==> src/sv/etm_pkg.sv <==
// ----------------------------------------------------------------------------
// etm_pkg
// Types, register offsets and bit positions for the one-comparator event timer
// ----------------------------------------------------------------------------
package etm_pkg;

	localparam int unsigned CNT_W    = 64;
	localparam int unsigned IDX_W    = 6;
	localparam int unsigned ACT_W    = 2;
	localparam int unsigned PERIOD_W = 27;
	localparam int unsigned VENDOR_W = 16;
	localparam int unsigned REV_W    = 8;
	localparam int unsigned CFG_IDX_W  = 3;
	localparam int unsigned CFG_DATA_W = 27;
	localparam int unsigned IN_TDATA_W  = 72;
	localparam int unsigned OUT_TDATA_W = 72;

	// actions
	localparam logic [ACT_W-1:0] ACT_TICK  = 2'd0;
	localparam logic [ACT_W-1:0] ACT_READ  = 2'd1;
	localparam logic [ACT_W-1:0] ACT_WRITE = 2'd2;

	// register indices (byte offset / 8)
	localparam logic [IDX_W-1:0] IDX_CAPS    = 6'(12'h000 >> 3);
	localparam logic [IDX_W-1:0] IDX_GEN_CFG = 6'(12'h010 >> 3);
	localparam logic [IDX_W-1:0] IDX_INT_STS = 6'(12'h020 >> 3);
	localparam logic [IDX_W-1:0] IDX_COUNTER = 6'(12'h0F0 >> 3);
	localparam logic [IDX_W-1:0] IDX_T0_CFG  = 6'(12'h100 >> 3);
	localparam logic [IDX_W-1:0] IDX_T0_CMP  = 6'(12'h108 >> 3);

	// configuration register indices
	localparam logic [CFG_IDX_W-1:0] CFG_TICK_PERIOD = 3'd0;
	localparam logic [CFG_IDX_W-1:0] CFG_WIDE_CNT    = 3'd1;
	localparam logic [CFG_IDX_W-1:0] CFG_LEGACY_CAP  = 3'd2;
	localparam logic [CFG_IDX_W-1:0] CFG_VENDOR      = 3'd3;
	localparam logic [CFG_IDX_W-1:0] CFG_REVISION    = 3'd4;

	localparam logic [PERIOD_W-1:0] RST_TICK_PERIOD = 27'd69841279;
	localparam logic [VENDOR_W-1:0] RST_VENDOR      = 16'd32902;
	localparam logic [REV_W-1:0]    RST_REVISION    = 8'd1;

	// timer 0 config bit positions
	localparam int unsigned TCFG_LEVEL    = 1;
	localparam int unsigned TCFG_INT_EN   = 2;
	localparam int unsigned TCFG_PERIODIC = 3;
	localparam int unsigned TCFG_PER_CAP  = 4;
	localparam int unsigned TCFG_WIDE_CAP = 5;
	localparam int unsigned TCFG_VAL_SET  = 6;

	localparam logic [CNT_W-1:0] MASK_NARROW = 64'h0000_0000_FFFF_FFFF;

	typedef struct packed {
		logic [ACT_W-1:0] action;
		logic [IDX_W-1:0] reg_index;
		logic [CNT_W-1:0] write_data;
	} item_t;

	typedef struct packed {
		logic [CNT_W-1:0] read_data;
		logic             irq_level;
		logic             matched;
	} result_t;

	typedef struct packed {
		logic                  we;
		logic [CFG_IDX_W-1:0]  index;
		logic [CFG_DATA_W-1:0] data;
	} cfg_wr_t;

endpackage

==> src/sv/event_timer_one_comparator_unit.sv <==
// ----------------------------------------------------------------------------
// event_timer_one_comparator_unit
// High precision event timer with one comparator, stream transaction wrapper
// ----------------------------------------------------------------------------
//  channel  | direction | payload
//  s_axis   | in        | tdata: reg_index, write_data; tuser: action
//  m_axis   | out       | tdata: read_data, irq_level, matched
//  cfg      | in        | write enable, register index, write data
//
//  one transaction per cycle sustained while m_axis accepts; input and result registers lie between s_axis and m_axis
//  the input register feeds the timer state update and result register in the same cycle
//  reset clears the timer state and returns configuration to its defaults
//  a stalled m_axis holds the result; an empty input register takes one more
//  transaction, then s_axis_tready stays low until m_axis drains
// ----------------------------------------------------------------------------
module event_timer_one_comparator_unit import etm_pkg::*; (
	input  logic                   clk,
	input  logic                   arst_n,
	input  logic                   s_axis_tvalid,
	output logic                   s_axis_tready,
	input  logic [IN_TDATA_W-1:0]  s_axis_tdata,  // reg_index, write_data, zero pad
	input  logic [ACT_W-1:0]       s_axis_tuser,  // action
	output logic                   m_axis_tvalid,
	input  logic                   m_axis_tready,
	output logic [OUT_TDATA_W-1:0] m_axis_tdata,  // read_data, irq_level, matched, zero pad
	input  logic                   cfg_we,
	input  logic [CFG_IDX_W-1:0]   cfg_index,
	input  logic [CFG_DATA_W-1:0]  cfg_data
);

	logic    valid_s1;
	item_t   item_s1;
	logic    out_valid_q;
	result_t out_q;
	logic    advance;
	logic    fire;
	cfg_wr_t cfg_wr;
	result_t res;

	assign advance       = !out_valid_q || m_axis_tready;
	assign fire          = valid_s1 && advance;
	assign s_axis_tready = !valid_s1 || advance;

	assign cfg_wr.we    = cfg_we;
	assign cfg_wr.index = cfg_index;
	assign cfg_wr.data  = cfg_data;

	always_ff @(posedge clk or negedge arst_n) begin
		if (!arst_n) begin
			valid_s1    <= 1'b0;
			out_valid_q <= 1'b0;
		end else begin
			if (s_axis_tready)
				valid_s1 <= s_axis_tvalid;
			if (advance)
				out_valid_q <= valid_s1;
		end
	end

	always_ff @(posedge clk) begin
		if (s_axis_tvalid && s_axis_tready) begin
			item_s1.action     <= s_axis_tuser;
			item_s1.reg_index  <= s_axis_tdata[IDX_W-1:0];
			item_s1.write_data <= s_axis_tdata[IDX_W+CNT_W-1:IDX_W];
		end
		if (fire)
			out_q <= res;
	end

	etm_core u_core (
		.clk    (clk),
		.arst_n (arst_n),
		.cfg_wr (cfg_wr),
		.fire   (fire),
		.item   (item_s1),
		.res    (res)
	);

	assign m_axis_tvalid = out_valid_q;
	assign m_axis_tdata  = {6'b0, out_q.matched, out_q.irq_level, out_q.read_data};

endmodule

==> src/sv/etm_core.sv <==
// ----------------------------------------------------------------------------
// etm_core
// Timer state, configuration registers and transaction handling
// ----------------------------------------------------------------------------
module etm_core import etm_pkg::*; (
	input  logic    clk,
	input  logic    arst_n,
	input  cfg_wr_t cfg_wr,
	input  logic    fire,
	input  item_t   item,
	output result_t res
);

	logic [PERIOD_W-1:0] tick_period_q;
	logic                wide_q;
	logic                legacy_cap_q;
	logic [VENDOR_W-1:0] vendor_q;
	logic [REV_W-1:0]    revision_q;

	logic [CNT_W-1:0] main_count_q, main_count_d;
	logic [CNT_W-1:0] compare_q, compare_d;
	logic [CNT_W-1:0] period_q, period_d;
	logic global_en_q, global_en_d;
	logic legacy_route_q, legacy_route_d;
	logic int_en_q, int_en_d;
	logic periodic_q, periodic_d;
	logic value_set_q, value_set_d;
	logic level_q, level_d;
	logic int_status_q, int_status_d;

	logic [CNT_W-1:0] mask;
	logic [CNT_W-1:0] count_inc;
	logic [CNT_W-1:0] cmp_add;
	logic [CNT_W-1:0] wd_masked;
	logic [CNT_W-1:0] rd;
	logic             hit;
	logic             route_clear;

	assign mask        = wide_q ? '1 : MASK_NARROW;
	assign count_inc   = (main_count_q + CNT_W'(1)) & mask;
	assign cmp_add     = (compare_q + period_q) & mask;
	assign wd_masked   = item.write_data & mask;
	assign route_clear = cfg_wr.we && (cfg_wr.index == CFG_LEGACY_CAP) && !cfg_wr.data[0];

	always_comb begin
		main_count_d   = main_count_q;
		compare_d      = compare_q;
		period_d       = period_q;
		global_en_d    = global_en_q;
		legacy_route_d = legacy_route_q;
		int_en_d       = int_en_q;
		periodic_d     = periodic_q;
		value_set_d    = value_set_q;
		level_d        = level_q;
		int_status_d   = int_status_q;
		rd             = '0;
		hit            = 1'b0;
		unique case (item.action)
			ACT_TICK: begin
				if (global_en_q) begin
					main_count_d = count_inc;
					if (count_inc == (compare_q & mask)) begin
						hit          = 1'b1;
						int_status_d = 1'b1;
						if (periodic_q)
							compare_d = cmp_add;
					end
				end
			end
			ACT_READ: begin
				unique case (item.reg_index)
					IDX_CAPS: rd = {5'b0, tick_period_q, vendor_q, legacy_cap_q, 1'b0,
						wide_q, 5'b0, revision_q};
					IDX_GEN_CFG: rd = {62'b0, legacy_route_q, global_en_q};
					IDX_INT_STS: rd = {63'b0, int_status_q};
					IDX_COUNTER: rd = main_count_q & mask;
					IDX_T0_CFG: begin
						rd[TCFG_LEVEL]    = level_q;
						rd[TCFG_INT_EN]   = int_en_q;
						rd[TCFG_PERIODIC] = periodic_q;
						rd[TCFG_PER_CAP]  = 1'b1;
						rd[TCFG_WIDE_CAP] = wide_q;
						rd[TCFG_VAL_SET]  = value_set_q;
					end
					IDX_T0_CMP: rd = compare_q & mask;
					default: rd = '0;
				endcase
			end
			ACT_WRITE: begin
				unique case (item.reg_index)
					IDX_GEN_CFG: begin
						global_en_d    = item.write_data[0];
						legacy_route_d = legacy_cap_q & item.write_data[1];
					end
					IDX_INT_STS: begin
						if (item.write_data[0])
							int_status_d = 1'b0;
					end
					IDX_COUNTER: main_count_d = wd_masked;
					IDX_T0_CFG: begin
						level_d     = item.write_data[TCFG_LEVEL];
						int_en_d    = item.write_data[TCFG_INT_EN];
						periodic_d  = item.write_data[TCFG_PERIODIC];
						value_set_d = item.write_data[TCFG_VAL_SET];
					end
					IDX_T0_CMP: begin
						if (!periodic_q || value_set_q)
							compare_d = wd_masked;
						period_d    = wd_masked;
						value_set_d = 1'b0;
					end
					default: ;
				endcase
			end
			default: ;
		endcase
		if (route_clear)
			legacy_route_d = 1'b0;
	end

	assign res.read_data = rd;
	assign res.irq_level = int_status_d & int_en_d;
	assign res.matched   = hit;

	always_ff @(posedge clk or negedge arst_n) begin
		if (!arst_n) begin
			tick_period_q  <= RST_TICK_PERIOD;
			wide_q         <= 1'b1;
			legacy_cap_q   <= 1'b1;
			vendor_q       <= RST_VENDOR;
			revision_q     <= RST_REVISION;
			main_count_q   <= '0;
			compare_q      <= '1;
			period_q       <= '0;
			global_en_q    <= 1'b0;
			legacy_route_q <= 1'b0;
			int_en_q       <= 1'b0;
			periodic_q     <= 1'b0;
			value_set_q    <= 1'b0;
			level_q        <= 1'b0;
			int_status_q   <= 1'b0;
		end else begin
			if (fire) begin
				main_count_q   <= main_count_d;
				compare_q      <= compare_d;
				period_q       <= period_d;
				global_en_q    <= global_en_d;
				int_en_q       <= int_en_d;
				periodic_q     <= periodic_d;
				value_set_q    <= value_set_d;
				level_q        <= level_d;
				int_status_q   <= int_status_d;
			end
			if (fire || route_clear)
				legacy_route_q <= legacy_route_d;
			if (cfg_wr.we) begin
				unique case (cfg_wr.index)
					CFG_TICK_PERIOD: tick_period_q <= cfg_wr.data[PERIOD_W-1:0];
					CFG_WIDE_CNT:    wide_q        <= cfg_wr.data[0];
					CFG_LEGACY_CAP:  legacy_cap_q  <= cfg_wr.data[0];
					CFG_VENDOR:      vendor_q   <= cfg_wr.data[VENDOR_W-1:0];
					CFG_REVISION:    revision_q <= cfg_wr.data[REV_W-1:0];
					default: ;
				endcase
			end
		end
	end

	a_match_sets_status: assert property (@(posedge clk) disable iff (!arst_n)
		fire && res.matched |=> int_status_q)
		else $error("match did not set interrupt status");

	a_match_only_on_tick: assert property (@(posedge clk) disable iff (!arst_n)
		res.matched |-> (item.action == ACT_TICK) && global_en_q)
		else $error("match outside an enabled tick");

	a_route_needs_cap: assert property (@(posedge clk) disable iff (!arst_n)
		!legacy_cap_q |-> !legacy_route_q)
		else $error("legacy route set without capability");

	a_cmp_write_clears_set: assert property (@(posedge clk) disable iff (!arst_n)
		fire && (item.action == ACT_WRITE) && (item.reg_index == IDX_T0_CMP)
		|=> !value_set_q)
		else $error("comparator write left value-set bit");

	a_read_keeps_count: assert property (@(posedge clk) disable iff (!arst_n)
		fire && (item.action == ACT_READ) |=> $stable(main_count_q))
		else $error("read changed the main counter");

endmodule

==> config.mk <==
export PLATFORM = sky130hd
export DESIGN_NAME = event_timer_one_comparator_unit
export DESIGN_NICKNAME = d
export VERILOG_FILES = /design/src/sv/etm_pkg.sv /design/src/sv/event_timer_one_comparator_unit.sv /design/src/sv/etm_core.sv
export SDC_FILE = /design/constraint.sdc
export NUM_CORES = 1
export LEC_CHECK = 0
export ABC_AREA = 1
export BUFFER_PORTS_ARGS = -buffer_cell sky130_fd_sc_hd__buf_2
export CAP_MARGIN = 20
export CORE_MARGIN = 2
export CORE_UTILIZATION = 40
export CTS_CLUSTER_SIZE = 28
export DETAILED_ROUTE_END_ITERATION = 8
export GPL_ROUTABILITY_DRIVEN = 0
export GPL_TIMING_DRIVEN = 0
export MAX_ROUTING_LAYER = met4
export PLACE_DENSITY_LB_ADDON = 0.08
export SYNTH_ARGS = -nofsm -noshare
export SYNTH_HDL_FRONTEND = slang
export SYNTH_SLANG_ARGS = --single-unit
==> constraint.sdc <==
create_clock -name clk -period 5.5 [get_ports clk]
set_input_delay 0 -clock clk [delete_from_list [all_inputs] [get_ports clk]]
set_output_delay 0 -clock clk [all_outputs]
set_load 0.01 [all_outputs]
== Word level (Yosys, flattened, before mapping) ==
Index checks and enable logic that the tools add are counted.
W data, S select, Z words.

* Memories: 0
* Register bits: 392
* Bits in read-only memories: 0
* Logic and storage cells: 107
* Latch bits: 0
* Memory bits (writable): 0

* Reduce and logical (&&, ||, !) cells: 32
* Shift-type cells: 0
* Order comparisons: 0
* Divide/modulo/power cells: 0
* Bitwise logic cells: 7
* Eq/ne operators: 18
* Add/sub/neg operators: 2
* Muxes and demuxes: 25
* Multiply operators: 0

{| class="wikitable"
|+ Operator list
! kind !! number
|-
| $mux W64 || 8
|-
| $and A64 B64 Y64 || 5
|-
| $pmux W64 S2 || 2
|-
| $pmux W57 S3 || 1
|-
| $add A64 B1 Y64 const B || 1
|-
| $add A64 B64 Y64 || 1
|-
| $eq A64 B64 Y1 || 1
|-
| $pmux W6 S5 || 1
|-
| $reduce_and A3 Y1 || 5
|-
| $eq A6 B6 Y1 const B || 2
|-
| $reduce_and A2 Y1 || 6
|-
| $mux W1 || 10
|-
| $ne A2 B1 Y1 const B || 5
|-
| $reduce_bool A2 Y1 || 4
|-
| $reduce_and A7 Y1 || 1
|-
| $eq A3 B2 Y1 const B || 2
|-
| $eq A6 B2 Y1 const B || 1
|-
| $eq A6 B3 Y1 const B || 1
|-
| $eq A6 B5 Y1 const B || 1
|-
| $logic_not A6 Y1 || 1
|-
| $pmux W1 S5 || 1
|-
| $logic_and A1 B1 Y1 || 4
|-
| $logic_not A1 Y1 || 4
|-
| $logic_or A1 B1 Y1 || 4
|-
| 10 further kinds || 12
|}

== Depth between registers and ports, before layout ==
* Depth in word-level cells: 7
* Gate-level depth with buffers: 22
* Mapped depth without buffers: 21

== Modules after synthesis ==
From an unflattened synthesis, not the netlist that was laid out.

* Cells, all modules: 3748
* Area, all modules: 26225.2 um^2

{| class="wikitable"
|+ By module, submodules not included
! module !! cells an instance !! times used !! area an instance (um^2)
|-
| etm_core || 3591 || 1 || 21937.3
|-
| event_timer_one_comparator_unit || 157 || 1 || 4287.9
|}

== Worst setup path before layout ==
Ideal clock, no wire load.

* Kind: reg2reg
* Start: register out_valid_q, in the netlist m_axis_tvalid
* End: register u_core.compare_q[24]
* Setup slack: 2.082 ns
* Data required time: 5.438 ns
* Arrival time: 3.357 ns
* Stages on the path, launching flop included: 10
* Clock period less this slack: 3.418 ns
* Cells stage by stage: dfrtp_1 > nand2_1 > nand2_1 > inv_1 > nand2_1 > a211oi_1 > clkbuf_1 > clkbuf_1 > nand4_1 > nand2_1

* Cells in the longest elaborated chain, start to end: 4

{| class="wikitable"
|+ RTL lines
! what !! RTL line !! source
|-
| start: declaration || event_timer_one_comparator_unit.sv:33 || <nowiki>logic out_valid_q;</nowiki>
|-
| start signal: assignment || event_timer_one_comparator_unit.sv:56 || <nowiki>out_valid_q <= valid_s1;</nowiki>
|-
| $logic_not A1 Y1 || event_timer_one_comparator_unit.sv:40 || <nowiki>assign advance = !out_valid_q || m_axis_tready;</nowiki>
|-
| $logic_or A1 B1 Y1 || event_timer_one_comparator_unit.sv:40 ||
|-
| $logic_and A1 B1 Y1 || event_timer_one_comparator_unit.sv:41 || <nowiki>assign fire = valid_s1 && advance;</nowiki>
|-
| via fire || event_timer_one_comparator_unit.sv:36 || <nowiki>logic fire;</nowiki>
|-
| $reduce_and A7 Y1 (no source line) || n/a ||
|-
| end signal: assignment || etm_core.sv:145 || <nowiki>compare_q <= compare_d;</nowiki>
|-
| end: declaration || etm_core.sv:21 || <nowiki>logic [CNT_W-1:0] compare_q, compare_d;</nowiki>
|}

The timed path passes the listed nets, and every way through them passes these cells.
A chain may end at the register's enable or synchronous reset.

== Final worst setup path ==
* Start: register u_core.wide_q
* End: register u_core.compare_q[58]

* Cells in the longest elaborated chain, start to end: 6
* Elaborated cells on any way between the ends: 14

{| class="wikitable"
|+ RTL lines
! what !! RTL line !! source
|-
| start: declaration || etm_core.sv:15 || <nowiki>logic wide_q;</nowiki>
|-
| start signal: assignment || etm_core.sv:159 || <nowiki>CFG_WIDE_CNT: wide_q <= cfg_wr.data[0];</nowiki>
|-
| $mux W64 * || etm_core.sv:39 || <nowiki>assign mask = wide_q ? '1 : MASK_NARROW;</nowiki>
|-
| parallel branches: the longest is 5 deep, another holds $and A64 B64 Y64 || n/a ||
|}

Every way passes the cells marked *. The select of a mux whose other input is x is not followed.

==> reports/qor.yml <==
die_w_um: 255
htree_levels: 2
switching_share: 0.407
status: "complete, no violations"
dieHeight_um: 255
worstPathRequired_ns: 6.02
io-pin-count: 183
clk_latency_ns: 0.59
p_comb_frac: 0.318
avgRoutedWirePerCell_um: 22.1
antennaDiodeCount: 0
drive_gt1_frac: 0.115
grt_pass1_wl_um: 152000
first_iter_violations: 2881
syn_area_mm2: 0.0253
min_path_type: "in -> reg"
finClkSkew_ns: 0.0224
pre_cts_slack_ns: 1.68
grt_usage: 0.320
crit_path_end_kind: "flip-flop"
share_clk_of_total_power: 0.273
synth_top_area_share: 0.166
synthTopCellsByArea: "dfrtp_1, edfxtp_1, nand2_1"
clkTransAtPathRegs_ns: 0.06
drv_cap: 0
grt_max_degree: 120
first_pass_iters: 7
synth-edff-count: 138
hold_depth: 2
rr_worst_depth: 10
cts_root_buf: "clkbuf_16"
r2r-start: "u_core.wide_q$_DFFE_PN1P_"
num_vias: 25558
setup_tns_ns: 0
crit_path_start_kind: "flip-flop"
hpwl_um: 83400
max_freq_mhz: 250
synth_top_area_cell: "dfrtp_1"
start_util: 0.403
power_frac_seq: 0.410
port_buffers: 174
cts_setup_buffers: 0
rsz0062_at_grt: "no"
cts.sinks: 392
areaGrowthSynthToFinish_pct: 18.7
fin_crit_sh: 0.728
finalHoldViolations: 0
min_period_ns: 4.00
synth_flop_cell: "dfrtp_1"
cts_tree: "yes"
worst_pin_slew_ns: 1.14
relSlewSlack: 0.238
clockBufferDepth: 3
ys_seq_elements: 392
grt_pass1_vias: 24172
core-area_mm2: 0.0627
final_antenna_net_count: 0
worst-setup-path-type: "reg -> reg"
ys_seq_area_frac: 0.420
p_per_area_mw_per_mm2: 379
async_flop_share: 0.648
nets: 3999
finalPower_uw: 11400
irDropWorstVdd_mv: 0.234
drv_slew: 0
numCtsBuffers: 45
hold_slack_ns: 0.118
grt_overflow: 0
drt-total-wl_um: 104000
drc: 0
vias_per_cell: 5.43
yosysWarnings: 0
p_leak_uw: 0.0138
grt_antenna_before_repair: 1
hp-start: "s_axis_tdata[6]"
startpoint: "u_core.wide_q$_DFFE_PN1P_"
netSwitchingPower_uw: 4630
avgSynthCellArea_um2: 7.26
die_area_mm2: 0.0652
synth_cells: 3481
crit_arrival_ns: 4.53
p_int_uw: 6750
cp_max_fo: 10
setup_viol: 0
rows: 92
setup_ws_ns: 1.50
yosys.cell_types.count: 55
==> flip-flops by register name, indices dropped and copies added, names as in the netlist <==
register / cells
item_s1: 72
m_axis_tdata: 66
u_core.compare_q: 64
u_core.main_count_q: 64
u_core.period_q: 64
u_core.tick_period_q: 27
u_core.vendor_q: 16
u_core.revision_q: 8
m_axis_tvalid: 1
u_core.global_en_q: 1
u_core.int_en_q: 1
u_core.int_status_q: 1
u_core.legacy_cap_q: 1
u_core.legacy_route_q: 1
u_core.level_q: 1
u_core.periodic_q: 1
u_core.value_set_q: 1
u_core.wide_q: 1
valid_s1: 1
==> critical path, stage by stage (launching register included) <==
cell	delay (ns)
dfstp_2	0.53
clkbuf_1	0.31
inv_1	0.19
buf_1	0.51
nor2_1	0.39
clkbuf_1	0.66
buf_1	0.74
nand3_1	0.29
nand2_1	0.12
nand4_1	0.09
nand2_1	0.11
==> power by group through the flow <==
stage	registers [µW]	clock network (µW)	logic, µW
floorplan	4220	0	2400
finish	4660	3100	3610
global placement	4640	0	3390
global route	4680	3290	3990
detailed placement	4620	0	3420
CTS	4570	3180	3510
==> cell type report <==
class	instances	area [µm²]
Inverter	385	1450
Timing Repair Buffer	292	2130
Multi-Input combinational cell	2580	12600
Fill cell	6436	32700
Clock inverter	26	258
Tap cell	846	1060
Sequential cell	392	10600
Clock buffer	58	1270
Buffer	129	617
==> worst paths after layout <==
| path | to | slack [ns] |
|---|---|---|
| min reg2reg | u_core.tick_period_q[21]$_DFFE_PN1P_ | 0.48 |
| min | item_s1[0]$_DFFE_PP_ | 0.12 |
| min in group asynchronous | u_core.compare_q[9]$_DFFE_PN1P_ | 0.50 |
| max in group asynchronous | u_core.period_q[58]$_DFFE_PN0P_ | 3.87 |
| max reg2reg | u_core.compare_q[58]$_DFFE_PN1P_ | 1.50 |
| max | u_core.compare_q[58]$_DFFE_PN1P_ | 1.50 |
==> synth_stat cells (all sizes together) (3+ instances only) <==
master  number
o211ai       7
or2         12
nand4      120
nand2     1050
nor4         7
a22oi       24
nor2       395
a21boi      10
ha          64
a21oi      154
a221oi       6
dfrtp      168
xnor2       12
o21ai      265
nor3        19
nand3      255
xor2        10
o21a         7
o221ai      15
a211oi       4
mux2        16
a31oi       52
inv        383
nand3b      13
edfxtp     138
o22ai       13
dfstp       86
and3         3
a21o         6
clkbuf      93
o21bai      26
buf         36
==> metal layers <==
| metal | part of all wire | GRT usage | vias up |
|---|---|---|---|
| li1 | - | - | 12308 |
| met1 | 0.44 | 0.449 | 11897 |
| met2 | 0.43 | 0.472 | 1179 |
| met3 | 0.089 | 0.0401 | 174 |
| met4 | 0.042 | 0.121 | 0 |
| met5 | 0 | - | - |
==> cells by family (layout without fill, tap and decap cells) <==
| group | count (synthesis) | count (layout) | synth area share |
|---|---|---|---|
| adder cells (fa/ha/maj) | 65 | 65 | 0.0325 |
| AND/OR/NAND/NOR | 1876 | 1876 | 0.316 |
| buffers and inverters | 514 | 890 | 0.0816 |
| AO/OA/AOI/OAI | 594 | 594 | 0.134 |
| multiplexers | 16 | 16 | 0.00713 |
| flip-flops | 392 | 392 | 0.420 |
| XOR/XNOR | 23 | 23 | 0.00851 |
| other | 1 | 6 | 0.000148 |
==> through the flow <==
step                utilization  instances  area, µm²
global placement          0.434       4506      27200
floorplan                     -       3486      25300
finish                    0.479       4708      30000
global route              0.479       4708      30000
detailed placement        0.436       4510      27300
CTS                       0.479       4708      30000
==> placed cells by master, fill, tap and decap left out, types with 8 or more instances in the layout <==
cell type / instances
clkinv_2: 10
a21oi_1: 154
edfxtp_1: 138
dlygate4sd3_1: 113
nand3b_1: 13
xor2_1: 10
or2_2: 12
o221ai_1: 15
dfstp_2: 86
buf_1: 14
nand2_2: 12
mux2_2: 16
inv_2: 8
nand4_1: 120
nor2_1: 375
a22oi_1: 24
o21ai_0: 257
nand3_1: 251
o22ai_1: 13
xnor2_1: 12
dfrtp_1: 168
buf_2: 174
clkbuf_16: 47
a31oi_1: 52
nand2_1: 1035
inv_1: 374
clkbuf_1: 99
o21bai_1: 22
buf_6: 14
a21boi_0: 10
ha_1: 64
nor2_2: 10
nor3_1: 19
==> timing repair <==
item,in CTS,in global routing
endpoints found under the hold margin,241,0
hold buffers,114,0
resized for setup,0,0
(Power assumes the default switching activity.)
